`config.mk`:
```
export PLATFORM = sky130hd
export DESIGN_NAME = fixed_partition_first_fit_allocator_core
export DESIGN_NICKNAME = d
export VERILOG_FILES = /design/src/rtl/fpa_pkg.sv /design/src/rtl/fpa_ram.sv /design/src/rtl/fpa_cfg.sv /design/src/rtl/fpa_ctrl.sv /design/src/rtl/fixed_partition_first_fit_allocator_core.sv
export SDC_FILE = /design/constraint.sdc
export NUM_CORES = 1
export LEC_CHECK = 0
export ABC_CLOCK_PERIOD_IN_PS = 8700
export BUFFER_PORTS_ARGS = -buffer_cell sky130_fd_sc_hd__buf_2
export CAP_MARGIN = 20
export CORE_MARGIN = 2
export CORE_UTILIZATION = 40
export DETAILED_ROUTE_END_ITERATION = 8
export GPL_TIMING_DRIVEN = 0
export PLACE_DENSITY_LB_ADDON = 0.1
export SLEW_MARGIN = 20
export SYNTH_ARGS = -nofsm -noshare
export SYNTH_HDL_FRONTEND = slang
export SYNTH_SLANG_ARGS = --single-unit
```
`constraint.sdc`:
```
create_clock -name clk -period 8.7 [get_ports clk]
set_input_delay 1.74 -clock clk [delete_from_list [all_inputs] [get_ports clk]]
set_output_delay 1.74 -clock clk [all_outputs]
set_load 0.05 [all_outputs]
```
`src/rtl/fpa_pkg.sv`:
```
// Shared types and codes for the fixed-partition first-fit allocator.
// Used by fpa_cfg, fpa_ctrl and the top level; depends on nothing.
package fpa_pkg;

	localparam int TOTAL_W   = 23;
	localparam int REQ_W     = 20;
	localparam int PID_W     = 16;
	localparam int COUNT_W   = 4;
	localparam int IDX_W     = 3;
	localparam int CFG_IDX_W = 1;

	localparam logic [TOTAL_W-1:0] TOTAL_MAX   = {TOTAL_W{1'b1}};
	localparam logic [COUNT_W-1:0] COUNT_RESET = 4'd8;
	localparam logic [TOTAL_W-1:0] LIMIT_RESET = 23'd1024;

	localparam logic [CFG_IDX_W-1:0] CFG_PART_COUNT = 1'b0;
	localparam logic [CFG_IDX_W-1:0] CFG_MEM_LIMIT  = 1'b1;

	typedef enum logic [1:0] {
		MODE_LOAD  = 2'd0,
		MODE_ALLOC = 2'd1,
		MODE_FREE  = 2'd2,
		MODE_QUERY = 2'd3
	} mode_t;

	typedef enum logic [2:0] {
		ST_OK     = 3'd0,
		ST_NOFIT  = 3'd1,
		ST_NOID   = 3'd2,
		ST_LIMIT  = 3'd3,
		ST_BADIDX = 3'd4
	} status_t;

	typedef enum logic [1:0] {
		S_IDLE,
		S_CHECK,
		S_RESP
	} state_t;

	typedef struct packed {
		logic [COUNT_W-1:0] part_count;
		logic [TOTAL_W-1:0] mem_limit;
	} cfg_t;

	typedef struct packed {
		mode_t            mode;
		logic [IDX_W-1:0] index;
		logic [REQ_W-1:0] request_size;
		logic [PID_W-1:0] process_id;
	} item_t;

	typedef struct packed {
		status_t            status;
		logic [IDX_W-1:0]   partition_index;
		logic               found_busy;
		logic [PID_W-1:0]   owner;
		logic [REQ_W-1:0]   part_length;
		logic [TOTAL_W-1:0] total_in_use;
	} result_t;

endpackage

```
`src/rtl/fpa_ram.sv`:
```
// Generic single-write, single-read synchronous RAM with registered read.
// Depends on nothing.
module fpa_ram #(
	parameter int WIDTH = 37,
	parameter int DEPTH = 8
) (
	input  logic                                   clk,
	input  logic                                   wr_en,
	input  logic [(DEPTH > 1 ? $clog2(DEPTH) : 1)-1:0] wr_addr,
	input  logic [WIDTH-1:0]                       wr_data,
	input  logic                                   rd_en,
	input  logic [(DEPTH > 1 ? $clog2(DEPTH) : 1)-1:0] rd_addr,
	output logic [WIDTH-1:0]                       rd_data
);

	logic [WIDTH-1:0] mem_q [DEPTH];

	always_ff @(posedge clk) begin
		if (wr_en) begin
			mem_q[wr_addr] <= wr_data;
		end
		if (rd_en) begin
			rd_data <= mem_q[rd_addr];
		end
	end

endmodule

```
`src/rtl/fpa_cfg.sv`:
```
// Configuration registers: partition count and memory limit.
// Depends on fpa_pkg.
module fpa_cfg
	import fpa_pkg::*;
(
	input  logic                 clk,
	input  logic                 arst_n,
	input  logic                 cfg_valid,
	output logic                 cfg_ready,
	input  logic [CFG_IDX_W-1:0] cfg_index,
	input  logic [TOTAL_W-1:0]   cfg_data,
	output cfg_t                 cfg
);

	logic [COUNT_W-1:0] count_q;
	logic [TOTAL_W-1:0] limit_q;

	assign cfg_ready = 1'b1;

	always_ff @(posedge clk or negedge arst_n) begin
		if (!arst_n) begin
			count_q <= COUNT_RESET;
			limit_q <= LIMIT_RESET;
		end else if (cfg_valid) begin
			case (cfg_index)
				CFG_PART_COUNT: count_q <= cfg_data[COUNT_W-1:0];
				CFG_MEM_LIMIT:  limit_q <= cfg_data;
				default: ;
			endcase
		end
	end

	assign cfg.part_count = count_q;
	assign cfg.mem_limit  = limit_q;

endmodule

```
`src/rtl/fpa_ctrl.sv`:
```
// Sequencer for the allocator: partition table in fpa_ram, read-modify-write
// over one entry per cycle, running size total. Depends on fpa_pkg, fpa_ram.
module fpa_ctrl
	import fpa_pkg::*;
#(
	parameter int PARTITIONS = 8,
	parameter int SIZE_BITS  = 20
) (
	input  logic    clk,
	input  logic    arst_n,
	input  cfg_t    cfg,
	input  logic    in_valid,
	output logic    in_ready,
	input  item_t   item,
	output logic    res_valid,
	input  logic    res_ready,
	output result_t res
);

	localparam int AW    = PARTITIONS > 1 ? $clog2(PARTITIONS) : 1;
	localparam int EW    = SIZE_BITS + PID_W + 1;
	localparam int CW    = (AW > COUNT_W ? AW : COUNT_W) + 1;
	localparam int CMP_W = SIZE_BITS > REQ_W ? SIZE_BITS : REQ_W;
	localparam int SUM_RAW = SIZE_BITS + AW + 1;
	localparam int SUM_W = SUM_RAW > TOTAL_W + 1 ? SUM_RAW : TOTAL_W + 1;

	state_t              state_q, state_d;
	item_t               item_q;
	logic [COUNT_W-1:0]  n_q;
	logic [AW-1:0]       ptr_q, ptr_d;
	logic                found_q, found_d;
	result_t             res_q, res_d;
	logic [SUM_W-1:0]    sum_q, sum_d;
	logic [PARTITIONS-1:0] valid_q;

	logic                rd_en, wr_en;
	logic [AW-1:0]       rd_addr;
	logic [EW-1:0]       wr_data, rd_data, entry;
	logic [SIZE_BITS-1:0] e_size, new_size;
	logic [PID_W-1:0]    e_owner;
	logic                e_busy;
	logic [COUNT_W-1:0]  n_now;
	logic [TOTAL_W-1:0]  total_sat;
	logic                over, last, fit, hit, early_err;
	status_t             early_status;

	fpa_ram #(.WIDTH(EW), .DEPTH(PARTITIONS)) u_table (
		.clk     (clk),
		.wr_en   (wr_en),
		.wr_addr (ptr_q),
		.wr_data (wr_data),
		.rd_en   (rd_en),
		.rd_addr (rd_addr),
		.rd_data (rd_data)
	);

	// Partitions in use and the saturated total
	assign n_now = (32'(cfg.part_count) > PARTITIONS) ? COUNT_W'(PARTITIONS) : cfg.part_count;
	assign total_sat = (sum_q > SUM_W'(TOTAL_MAX)) ? TOTAL_MAX : sum_q[TOTAL_W-1:0];
	assign over = total_sat > cfg.mem_limit;

	// An entry never written reads as a free, empty partition
	assign entry    = valid_q[ptr_q] ? rd_data : '0;
	assign e_size   = entry[SIZE_BITS-1:0];
	assign e_owner  = entry[SIZE_BITS+PID_W-1:SIZE_BITS];
	assign e_busy   = entry[EW-1];
	assign new_size = SIZE_BITS'(item_q.request_size);
	assign last     = (CW'(ptr_q) + CW'(1)) == CW'(n_q);
	assign fit      = !e_busy && (CMP_W'(item_q.request_size) <= CMP_W'(e_size));
	assign hit      = e_busy && (e_owner == item_q.process_id);

	always_comb begin
		early_err    = 1'b0;
		early_status = ST_OK;
		case (item.mode)
			MODE_LOAD, MODE_QUERY: begin
				if (COUNT_W'(item.index) >= n_now) begin
					early_err    = 1'b1;
					early_status = ST_BADIDX;
				end
			end
			MODE_ALLOC, MODE_FREE: begin
				early_err = over || (n_now == '0);
				if (over) begin
					early_status = ST_LIMIT;
				end else if (item.mode == MODE_ALLOC) begin
					early_status = ST_NOFIT;
				end else begin
					early_status = ST_NOID;
				end
			end
			default: ;
		endcase
	end

	always_comb begin
		state_d   = state_q;
		ptr_d     = ptr_q;
		found_d   = found_q;
		res_d     = res_q;
		sum_d     = sum_q;
		rd_en     = 1'b0;
		rd_addr   = ptr_q;
		wr_en     = 1'b0;
		wr_data   = entry;
		in_ready  = 1'b0;
		res_valid = 1'b0;
		case (state_q)
			S_IDLE: begin
				in_ready = 1'b1;
				if (in_valid) begin
					rd_en   = 1'b1;
					rd_addr = (item.mode == MODE_LOAD || item.mode == MODE_QUERY) ?
						AW'(item.index) : '0;
					ptr_d   = rd_addr;
					found_d = 1'b0;
					res_d   = '0;
					if (early_err) begin
						res_d.status = early_status;
						state_d      = S_RESP;
					end else begin
						res_d.status = (item.mode == MODE_ALLOC) ? ST_NOFIT :
							(item.mode == MODE_FREE) ? ST_NOID : ST_OK;
						state_d      = S_CHECK;
					end
				end
			end
			S_CHECK: begin
				case (item_q.mode)
					MODE_LOAD: begin
						wr_en   = 1'b1;
						wr_data = {e_busy, e_owner, new_size};
						sum_d   = sum_q - SUM_W'(e_size) + SUM_W'(new_size);
						res_d   = '{ST_OK, IDX_W'(ptr_q), e_busy, e_owner,
							REQ_W'(new_size), '0};
						state_d = S_RESP;
					end
					MODE_QUERY: begin
						res_d   = '{ST_OK, IDX_W'(ptr_q), e_busy, e_owner,
							REQ_W'(e_size), '0};
						state_d = S_RESP;
					end
					MODE_ALLOC: begin
						if (fit) begin
							wr_en   = 1'b1;
							wr_data = {1'b1, item_q.process_id, e_size};
							res_d   = '{ST_OK, IDX_W'(ptr_q), 1'b1, item_q.process_id,
								REQ_W'(e_size), '0};
							state_d = S_RESP;
						end else if (last) begin
							state_d = S_RESP;
						end else begin
							ptr_d   = ptr_q + AW'(1);
							rd_en   = 1'b1;
							rd_addr = ptr_d;
						end
					end
					MODE_FREE: begin
						if (hit) begin
							wr_en   = 1'b1;
							wr_data = {1'b0, {PID_W{1'b0}}, e_size};
							found_d = 1'b1;
							// report only the first partition released
							if (!found_q) begin
								res_d = '{ST_OK, IDX_W'(ptr_q), 1'b0, item_q.process_id,
									REQ_W'(e_size), '0};
							end
						end
						if (last) begin
							state_d = S_RESP;
						end else begin
							ptr_d   = ptr_q + AW'(1);
							rd_en   = 1'b1;
							rd_addr = ptr_d;
						end
					end
					default: state_d = S_RESP;
				endcase
			end
			S_RESP: begin
				res_valid = 1'b1;
				if (res_ready) begin
					state_d = S_IDLE;
				end
			end
			default: state_d = S_IDLE;
		endcase
	end

	always_ff @(posedge clk or negedge arst_n) begin
		if (!arst_n) begin
			state_q <= S_IDLE;
			sum_q   <= '0;
			valid_q <= '0;
		end else begin
			state_q <= state_d;
			sum_q   <= sum_d;
			if (wr_en) begin
				valid_q[ptr_q] <= 1'b1;
			end
		end
	end

	always_ff @(posedge clk) begin
		if (in_valid && in_ready) begin
			item_q <= item;
			n_q    <= n_now;
		end
		ptr_q   <= ptr_d;
		found_q <= found_d;
		res_q   <= res_d;
	end

	always_comb begin
		res              = res_q;
		res.total_in_use = total_sat;
	end

	// Table writes happen only while an entry is under inspection
	a_wr_in_check: assert property (@(posedge clk) disable iff (!arst_n)
		wr_en |-> state_q == S_CHECK)
		else $error("table write outside the check state");

	// The scan pointer stays inside the partitions in use
	a_ptr_range: assert property (@(posedge clk) disable iff (!arst_n)
		state_q == S_CHECK |-> CW'(ptr_q) < CW'(n_q))
		else $error("scan pointer beyond partitions in use");

	// A refused operation reports no partition contents
	a_fail_zero: assert property (@(posedge clk) disable iff (!arst_n)
		(res_valid && res.status != ST_OK) |->
		(res.owner == '0 && res.part_length == '0 && !res.found_busy))
		else $error("failed result carries partition data");

	// A new item is taken only once the previous result has left the sequencer, and an accepted item moves it out of idle
	a_accept_idle: assert property (@(posedge clk) disable iff (!arst_n)
		(in_valid && in_ready) |=> state_q != S_IDLE)
		else $error("accepted item did not start");

endmodule

```
`src/rtl/fixed_partition_first_fit_allocator_core.sv`:
```
// Top level of the fixed-partition first-fit allocator: configuration,
// sequencer and output register. Depends on fpa_pkg, fpa_cfg, fpa_ctrl.
//
// Usage:
//   Input beats on s_* carry one command each: load a partition size, allocate
//   a process to the first free partition large enough, free every partition
//   held by an id, or query one partition. Each command gives exactly one
//   result beat on m_*, in order, with a status code and the partition report.
//   The cfg_* channel writes the partition count (index 0) and memory limit
//   (index 1); write it only while no command is in flight.
//   A load or a query inspects one partition and a refused command none; an
//   allocate or free inspects partitions in order, at most the partitions in
//   use. The partition table sits in one RAM with one read a cycle, so the
//   scan reads the partitions one by one, and the sequencer then hands the
//   result to the output register. The next command is taken the cycle after
//   that hand-over.
//   At reset the count is 8, the limit 1024 and every partition reads as free
//   and empty at once: per-entry valid flags clear on reset, with no sweep.
//   When the receiver stalls, the result waits in the output register; one
//   further command may be taken and worked on meanwhile, then the sequencer
//   holds its result until the output register frees.
module fixed_partition_first_fit_allocator_core
	import fpa_pkg::*;
#(
	parameter int PARTITIONS = 8,
	parameter int SIZE_BITS  = 20
) (
	input  logic                 clk,
	input  logic                 arst_n,
	// command channel
	input  logic                 s_tvalid,
	output logic                 s_tready,
	input  logic [39:0]          s_tdata,  // index[2:0], request_size[22:3], process_id[38:23]
	input  logic [1:0]           s_tuser,  // mode[1:0]
	// result channel
	output logic                 m_tvalid,
	input  logic                 m_tready,
	output logic [63:0]          m_tdata,  // partition_index[2:0], found_busy[3], owner[19:4],
	                                       // part_length[39:20], total_in_use[62:40]
	output logic [2:0]           m_tuser,  // status[2:0]
	// configuration write channel
	input  logic                 cfg_valid,
	output logic                 cfg_ready,
	input  logic [CFG_IDX_W-1:0] cfg_index,
	input  logic [TOTAL_W-1:0]   cfg_data
);

	cfg_t    cfg;
	item_t   item;
	result_t res;
	logic    res_valid, res_ready;
	logic    m_valid_q;
	result_t m_res_q;

	fpa_cfg u_cfg (
		.clk       (clk),
		.arst_n    (arst_n),
		.cfg_valid (cfg_valid),
		.cfg_ready (cfg_ready),
		.cfg_index (cfg_index),
		.cfg_data  (cfg_data),
		.cfg       (cfg)
	);

	// Unpack the command beat
	assign item.mode         = mode_t'(s_tuser);
	assign item.index        = s_tdata[2:0];
	assign item.request_size = s_tdata[22:3];
	assign item.process_id   = s_tdata[38:23];

	fpa_ctrl #(.PARTITIONS(PARTITIONS), .SIZE_BITS(SIZE_BITS)) u_ctrl (
		.clk       (clk),
		.arst_n    (arst_n),
		.cfg       (cfg),
		.in_valid  (s_tvalid),
		.in_ready  (s_tready),
		.item      (item),
		.res_valid (res_valid),
		.res_ready (res_ready),
		.res       (res)
	);

	// Output register: load when empty or being drained this cycle
	assign res_ready = !m_valid_q || m_tready;

	always_ff @(posedge clk or negedge arst_n) begin
		if (!arst_n) begin
			m_valid_q <= 1'b0;
		end else if (res_ready) begin
			m_valid_q <= res_valid;
		end
	end

	always_ff @(posedge clk) begin
		if (res_valid && res_ready) begin
			m_res_q <= res;
		end
	end

	assign m_tvalid = m_valid_q;
	assign m_tuser  = m_res_q.status;
	assign m_tdata  = {1'b0, m_res_q.total_in_use, m_res_q.part_length, m_res_q.owner,
		m_res_q.found_busy, m_res_q.partition_index};

endmodule
```
Word-level counts from Yosys, hierarchy flattened --
Memories as Yosys holds them, arrays and structs flattened. A register that Yosys moved wholly into a read port is not among the register bits. Index checks and enable logic that the tools add are counted.
Operators by class: add/subtract/negate cells 4, magnitude comparators 7, equal/unequal tests 17, multiplexer cells 56, bitwise gates (word level) 2, reduce and logical (&&, ||, !) cells 24
Operator list (number):
- two-way mux 66 bit | 4
- one-hot mux 66 bit (4 select lines) | 1
- two-way mux 37 bit | 4
- one-hot mux 66 bit (2 select lines) | 1
- one-hot mux 37 bit (3 select lines) | 1
- adder 24 x 20 -> 24 bit | 1
- > comparator 24 x 23 -> 1 bit, second input constant | 1
- two-way mux 3 bit | 8
- subtractor 24 x 20 -> 24 bit | 1
- > comparator 23 bit | 1
- two-way mux 23 bit | 1
- <= comparator 20 bit | 1
- one-hot mux 3 bit (2 select lines) | 3
- == test 16 bit | 1
- two-way mux 1 bit | 16
- two-way mux 2 bit | 7
- one-hot mux 2 bit (3 select lines) | 2
- == test 2 bit, second input constant | 5
- OR 8 bit | 1
- one-hot mux 1 bit (2 select lines) | 4
- AND reduction 2 bit | 4
- == test 2 x 1 -> 1 bit, second input constant | 3
- zero test 2 bit | 3
- != test 3 x 2 -> 1 bit, second input constant | 2
- 23 further kinds | 34
Storage, ports and cells: register bits 217, RAM bits 296, logic and storage cells 134, memories kept 1
Memory list:
- u_ctrl.u_table.mem_q | words 8, bits a word 37, rd ports 1, clocked after Yosys merged registers in 1, wr ports 1, RTL line fpa_ram.sv:16 | logic [WIDTH-1:0] mem_q [DEPTH];

Depth between registers and ports, before layout --
word-level depth 10, gate-level depth with buffers 22

Hierarchy --
Synthesis repeated with hierarchy kept, for this count alone.
Second synthesis, totals: cell total of the unflattened synthesis 1533, area total of the unflattened synthesis 24028.0 um^2
By module, submodules not included:
- fpa_ram | times used 1, cells an instance 477, area an instance 12271.8 um^2
- fpa_ctrl | times used 1, cells an instance 924, area an instance 8690.8 um^2
- fixed_partition_first_fit_allocator_core | times used 1, cells an instance 72, area an instance 2047.0 um^2
- fpa_cfg | times used 1, cells an instance 60, area an instance 1018.5 um^2

Worst setup path before layout --
OpenSTA, ideal clock, no wires.
kind reg2reg, from register u_ctrl.ptr_q[0], to memory u_ctrl.u_table.mem_q[0][0] (enable), setup time 0.477 ns, arrival time 6.373 ns, data required time 8.223 ns, setup slack 1.850 ns, stages on the path, launching flop included 18, path buffers 3, path through dfxtp_1 buf_6 mux2i_1 a211oi_2 a211o_1 buf_2 buf_1 nand2_1 ha_1 a21o_1 a221oi_1 o221ai_1 nor3b_1 or2_2 nand2_1 a311oi_1 nand2_1 nor3_1
On the way: word-level cells in the longest chain between the ends 10, elaborated cells between the ends (all ways) 14
RTL lines:
- from (decl) | RTL line fpa_ctrl.sv:30 | logic [AW-1:0] ptr_q, ptr_d;
- from (signal assigned) | RTL line fpa_ctrl.sv:209 | ptr_q <= ptr_d;
- binary-select mux 1 bit (select 3 bit) | RTL line fpa_ctrl.sv:63 | assign entry = valid_q[ptr_q] ? rd_data : '0;
- two-way mux 1 bit (implied by the code) | RTL line fpa_ctrl.sv:63
- two-way mux 37 bit | RTL line fpa_ctrl.sv:63
- <= comparator 20 bit (tied with other cells) | RTL line fpa_ctrl.sv:69 | assign fit = !e_busy && (CMP_W'(item_q.request_size) <= CMP_W'(e_size));
- logical AND 1 bit, on equally long branches | RTL line fpa_ctrl.sv:69, fpa_ctrl.sv:70
- two-way mux 1 bit, on equally long branches | RTL line fpa_ctrl.sv:144, fpa_ctrl.sv:159
- one-hot mux 1 bit (3 select lines) | RTL line fpa_ctrl.sv:129 | case (item_q.mode)
- two-way mux 1 bit | RTL line fpa_ctrl.sv:108 | case (state_q)
- two-way mux 1 bit | RTL line fpa_ram.sv:19 | if (wr_en) begin
- two-way mux 1 bit (implied by the code) | RTL line fpa_ram.sv:20 | mem_q[wr_addr] <= wr_data;
- to (decl) | RTL line fpa_ram.sv:16
Several ways; a longest one is shown, not always the timed one. The select of a mux whose other input is x is not followed.

Worst setup path after layout --
from register u_ctrl.ptr_q[2], to memory u_ctrl.u_table.mem_q[4][4] (enable)
The elaborated chain is that of the path after synthesis.

==> results.py <==
metrics = {
    "pwr": {
        "internal_power_w": 0.006933,
        "netSwitchingFraction_pct": 42.82,
        "ir_drop_v": 0.0001800,
        "combPwrFrac_pct": 46.2,
        "powerDensity_mw_per_mm2": 415.7,
        "p_leak_nw": 11.13,
        "p_switching_w": 0.005191,
        "seq_power_share_pct": 33.9,
        "clockPowerShare_pct": 19.8,
    },
    "setup_path": {
        "critPathMaxFanout": 10,
        "worstReg2RegStart": "u_ctrl.ptr_q[2]",
        "r2r_end": "u_ctrl.u_table.mem_q[4][4]",
        "required_ns": 9.02,
        "r2r_slack_ns": 1.73,
        "setup.worst_path.class": "flip-flop to flip-flop",
        "slowest_delay_ns": 0.71,
        "cp-start-kind": "flip-flop",
        "reg2regPathDepth": 20,
        "slowest_stage": "a311oi_1",
        "endpoint_kind": "flip-flop",
        "crit_top_cell": "nand2_1",
        "cp_cell_sequence": "buf_2 -> inv_1 -> o2bb2ai_1 -> a211o_1 -> buf_2 -> buf_1 -> nand2_1 -> ha_1 -> and2_0 -> a221oi_1 -> o221ai_1 -> nor3b_2 -> or2_2 -> nand2_1 -> a311oi_1 -> nand2_1 -> nor3_2 -> buf_4 -> buf_6 -> buf_4",
        "cp.arrival_ns": 7.29,
    },
    "global_route": {
        "grt_max_degree": 43,
        "grt_usage_pct": 22.18,
        "grt_pass1_vias": 17090,
        "grt_antenna_before_repair": 1,
        "grt_pass1_wl_mm": 107.1,
        "grt_overflow_total": 0,
    },
    "placed_design": {
        "dp_slack_ns": 1.290,
        "routabilityCongestion": 0.8478,
        "dp.cells": 2891,
        "dp_hpwl_mm": 51.48,
        "port-buffer-count": 137,
    },
    "synth": {
        "synth.largest_area_cell": "edfxtp_1",
        "syn_area_sq_mm": 0.02504,
        "synth_ff_type": "edfxtp_1",
        "synth-seq-cells": 550,
        "ys_async_sr_fraction_pct": 11.27,
        "synth_top_area_share_pct": 58.17,
        "synthTopCellsByArea": "edfxtp_1, dfrtp_1, a2111oi_0",
        "synthCells": 1890,
        "syn_nets": 2061,
        "synth_edf_count": 485,
        "syn_avg_cell_area_sq_um": 13.25,
        "synth-warning-count": 0,
        "synth.distinct_cells": 77,
        "seq_area_frac_synth_pct": 64.62,
    },
    "die": {
        "fp-row-count": 91,
        "die_width_um": 254.2,
        "die_y_um": 254.2,
        "boundaryPins": 141,
        "coreArea_sq_mm": 0.06183,
        "start_util_pct": 40.50,
        "die_area_sq_mm": 0.06461,
    },
    "drt": {
        "dr_total_vias": 16630,
        "first_iter_violations": 1558,
        "wire_per_inst_um": 23.77,
        "ant_nets": 0,
        "drt-pass1-iter-count": 5,
        "drt_wl_total_mm": 71.20,
        "avgViaCountPerCell": 5.552,
        "drc": 0,
    },
    "flow_run": {
        "cap_viol_max_count": 0,
    },
    "min_path": {
        "holdPathStages": 0,
        "worst_hold_startpoint": "u_ctrl.res[47]",
        "holdPathEnd": "m_tdata[8]",
        "hp-class": "flip-flop to flip-flop",
    },
    "sta": {
        "tightest_slew_ns": 1.171,
        "finalSetupViolCount": 0,
        "hold_viol": 0,
        "rsz0062_at_grt": "no",
        "min_period_over_period_pct": 80.08,
        "finalClockSkew_ns": 0.02469,
        "max_freq_mhz": 143.5,
        "tns_ns": 0,
        "worst_slack_ns": 1.733,
        "period_minus_slack_ns": 6.967,
        "maxSlewViolCount": 0,
        "relSlewSlack_pct": 21.55,
    },
    "clock_network": {
        "cts_setup_buffers": 0,
        "clockRootBuffer": "clkbuf_16",
        "clk_latency_ns": 0.64,
        "cts_resized": 0,
        "numCtsBuffers": 58,
        "htree_levels": 2,
        "numClockSinks": 550,
        "ctsLongestPathBuffers": 3,
        "clk_pin_slew_ns": 0.06,
        "cts_tree": "built",
        "hold_buffers": 0,
    },
    "finish": {
        "drive_gt1_share_pct": 16.40,
        "final_nets": 2285,
        "layout_commonest_cell": "edfxtp_1",
        "layout_common_cells": "edfxtp_1, buf_2, inv_1, and3_1, a2111oi_0",
        "fin_util_pct": 47.18,
        "fin_cells": 2996,
        "antenna-diode-count": 0,
        "area_delta_synth_final_pct": 16.50,
    },
    "status": {
        "outcome": "finished, final reports clean",
    },
}
-- worst max-delay path: cells and delay by family, from the launching register on --
family	cells	cell delay (ns)
adder cells (fa/ha/maj)	1	0.32
AO/OA/AOI/OAI	5	1.87
AND/OR/NAND/NOR	7	2.34
buffers and inverters	7	1.77
flip-flops	1	0.31
-- worst max path at each step --
stage / to / slack [ns] / start
final: u_ctrl.u_table.mem_q[4][4] / 1.73 / u_ctrl.ptr_q[2]
after global routing: u_ctrl.u_table.mem_q[4][5] / 1.33 / u_ctrl.ptr_q[2]
after CTS: u_ctrl.u_table.mem_q[4][6] / 1.27 / u_ctrl.ptr_q[2]
after detailed placement: u_ctrl.u_table.rd_data[12] / 1.29 / u_ctrl.ptr_q[2]
after global placement: u_ctrl.u_table.mem_q[4][4] / -2.69 / u_ctrl.ptr_q[2]
after floorplan: u_ctrl.u_table.mem_q[0][0] / 1.85 / u_ctrl.ptr_q[0]
-- power groups by stage --
| stage | logic (W) | clock network (W) | registers [W] |
|---|---|---|---|
| floorplan | 0.00340 | 0 | 0.00433 |
| global placement | 0.00539 | 0 | 0.00420 |
| detailed placement | 0.00558 | 0 | 0.00416 |
| CTS | 0.00560 | 0.00245 | 0.00411 |
| global route | 0.00619 | 0.00255 | 0.00416 |
| finish | 0.00561 | 0.00241 | 0.00411 |
-- per-layer routing --
layer	vias up	part of all wire [%]	wire (um)	global-route usage (%)
met5	-	0.017	12	0
met3	108	6.0	4259	3.572
met2	550	48	33930	36.81
met1	8270	44	31260	30.22
met4	2	2.4	1739	6.336
li1	7704	-	-	-
-- stage by stage --
step / power (W) / hold slack (ns) / instance area [sq um]
final: 0.01212 / 0.4176 / 29170
after global routing: 0.01290 / 0.4275 / 29170
after CTS: 0.01216 / 0.4179 / 29160
after detailed placement: 0.009743 / 0.4045 / 27340
after global placement: 0.009585 / 0.4010 / 26770
after floorplan: 0.007728 / 0.4003 / 25040
-- cell usage after synthesis (8+ instances only) --
cell,instances
a2111oi_0,150
nor3_1,13
a22o_1,17
nor2_1,75
a22oi_1,38
nand2_1,109
o21bai_1,10
nand4_1,14
edfxtp_1,485
a21oi_1,31
nor2b_1,11
and3_1,151
nand3_1,19
or2_2,21
clkbuf_1,78
inv_1,152
dfrtp_1,60
ha_1,80
nand2b_1,12
nor4_1,48
mux2_2,29
a21o_1,21
xor2_1,18
a31oi_1,8
xnor2_1,14
o21ai_0,60
fa_1,20
buf_2,25
-- registers in the layout, indices dropped and copies added, names as in the netlist, 3 cells and up --
register / cells
u_ctrl.u_table.mem_q: 296
m_tdata: 63
u_ctrl.res: 43
u_ctrl.u_table.rd_data: 37
u_ctrl.sum_q: 24
u_cfg.limit_q: 23
u_ctrl.new_size: 20
u_ctrl.item_q: 18
u_ctrl.valid_q: 8
u_cfg.count_q: 4
u_ctrl.n_q: 4
m_tuser: 3
u_ctrl.ptr_q: 3
-- cells by family (layout without fill, tap and decap cells) --
group / count (synthesis) / after routing / share of synthesized area (%)
other: 2 / 2 / 0.03000
AND/OR/NAND/NOR: 503 / 503 / 10.71
XOR/XNOR: 32 / 32 / 1.119
adder cells (fa/ha/maj): 100 / 100 / 5.597
flip-flops: 550 / 550 / 64.62
buffers and inverters: 275 / 544 / 4.423
AO/OA/AOI/OAI: 394 / 394 / 11.99
multiplexers: 34 / 34 / 1.504
-- layout make-up --
class / count / area (sq um)
well taps: 837 / 1047
flip-flops and latches: 550 / 16180
multi-input cells: 1065 / 7836
plain buffers: 120 / 525.5
clock buffers: 72 / 1504
clock inverters: 33 / 322.8
repair buffers: 164 / 1171
fillers: 5539 / 32660
inverters: 155 / 581.8
Power figures use the tool's default switching activity.
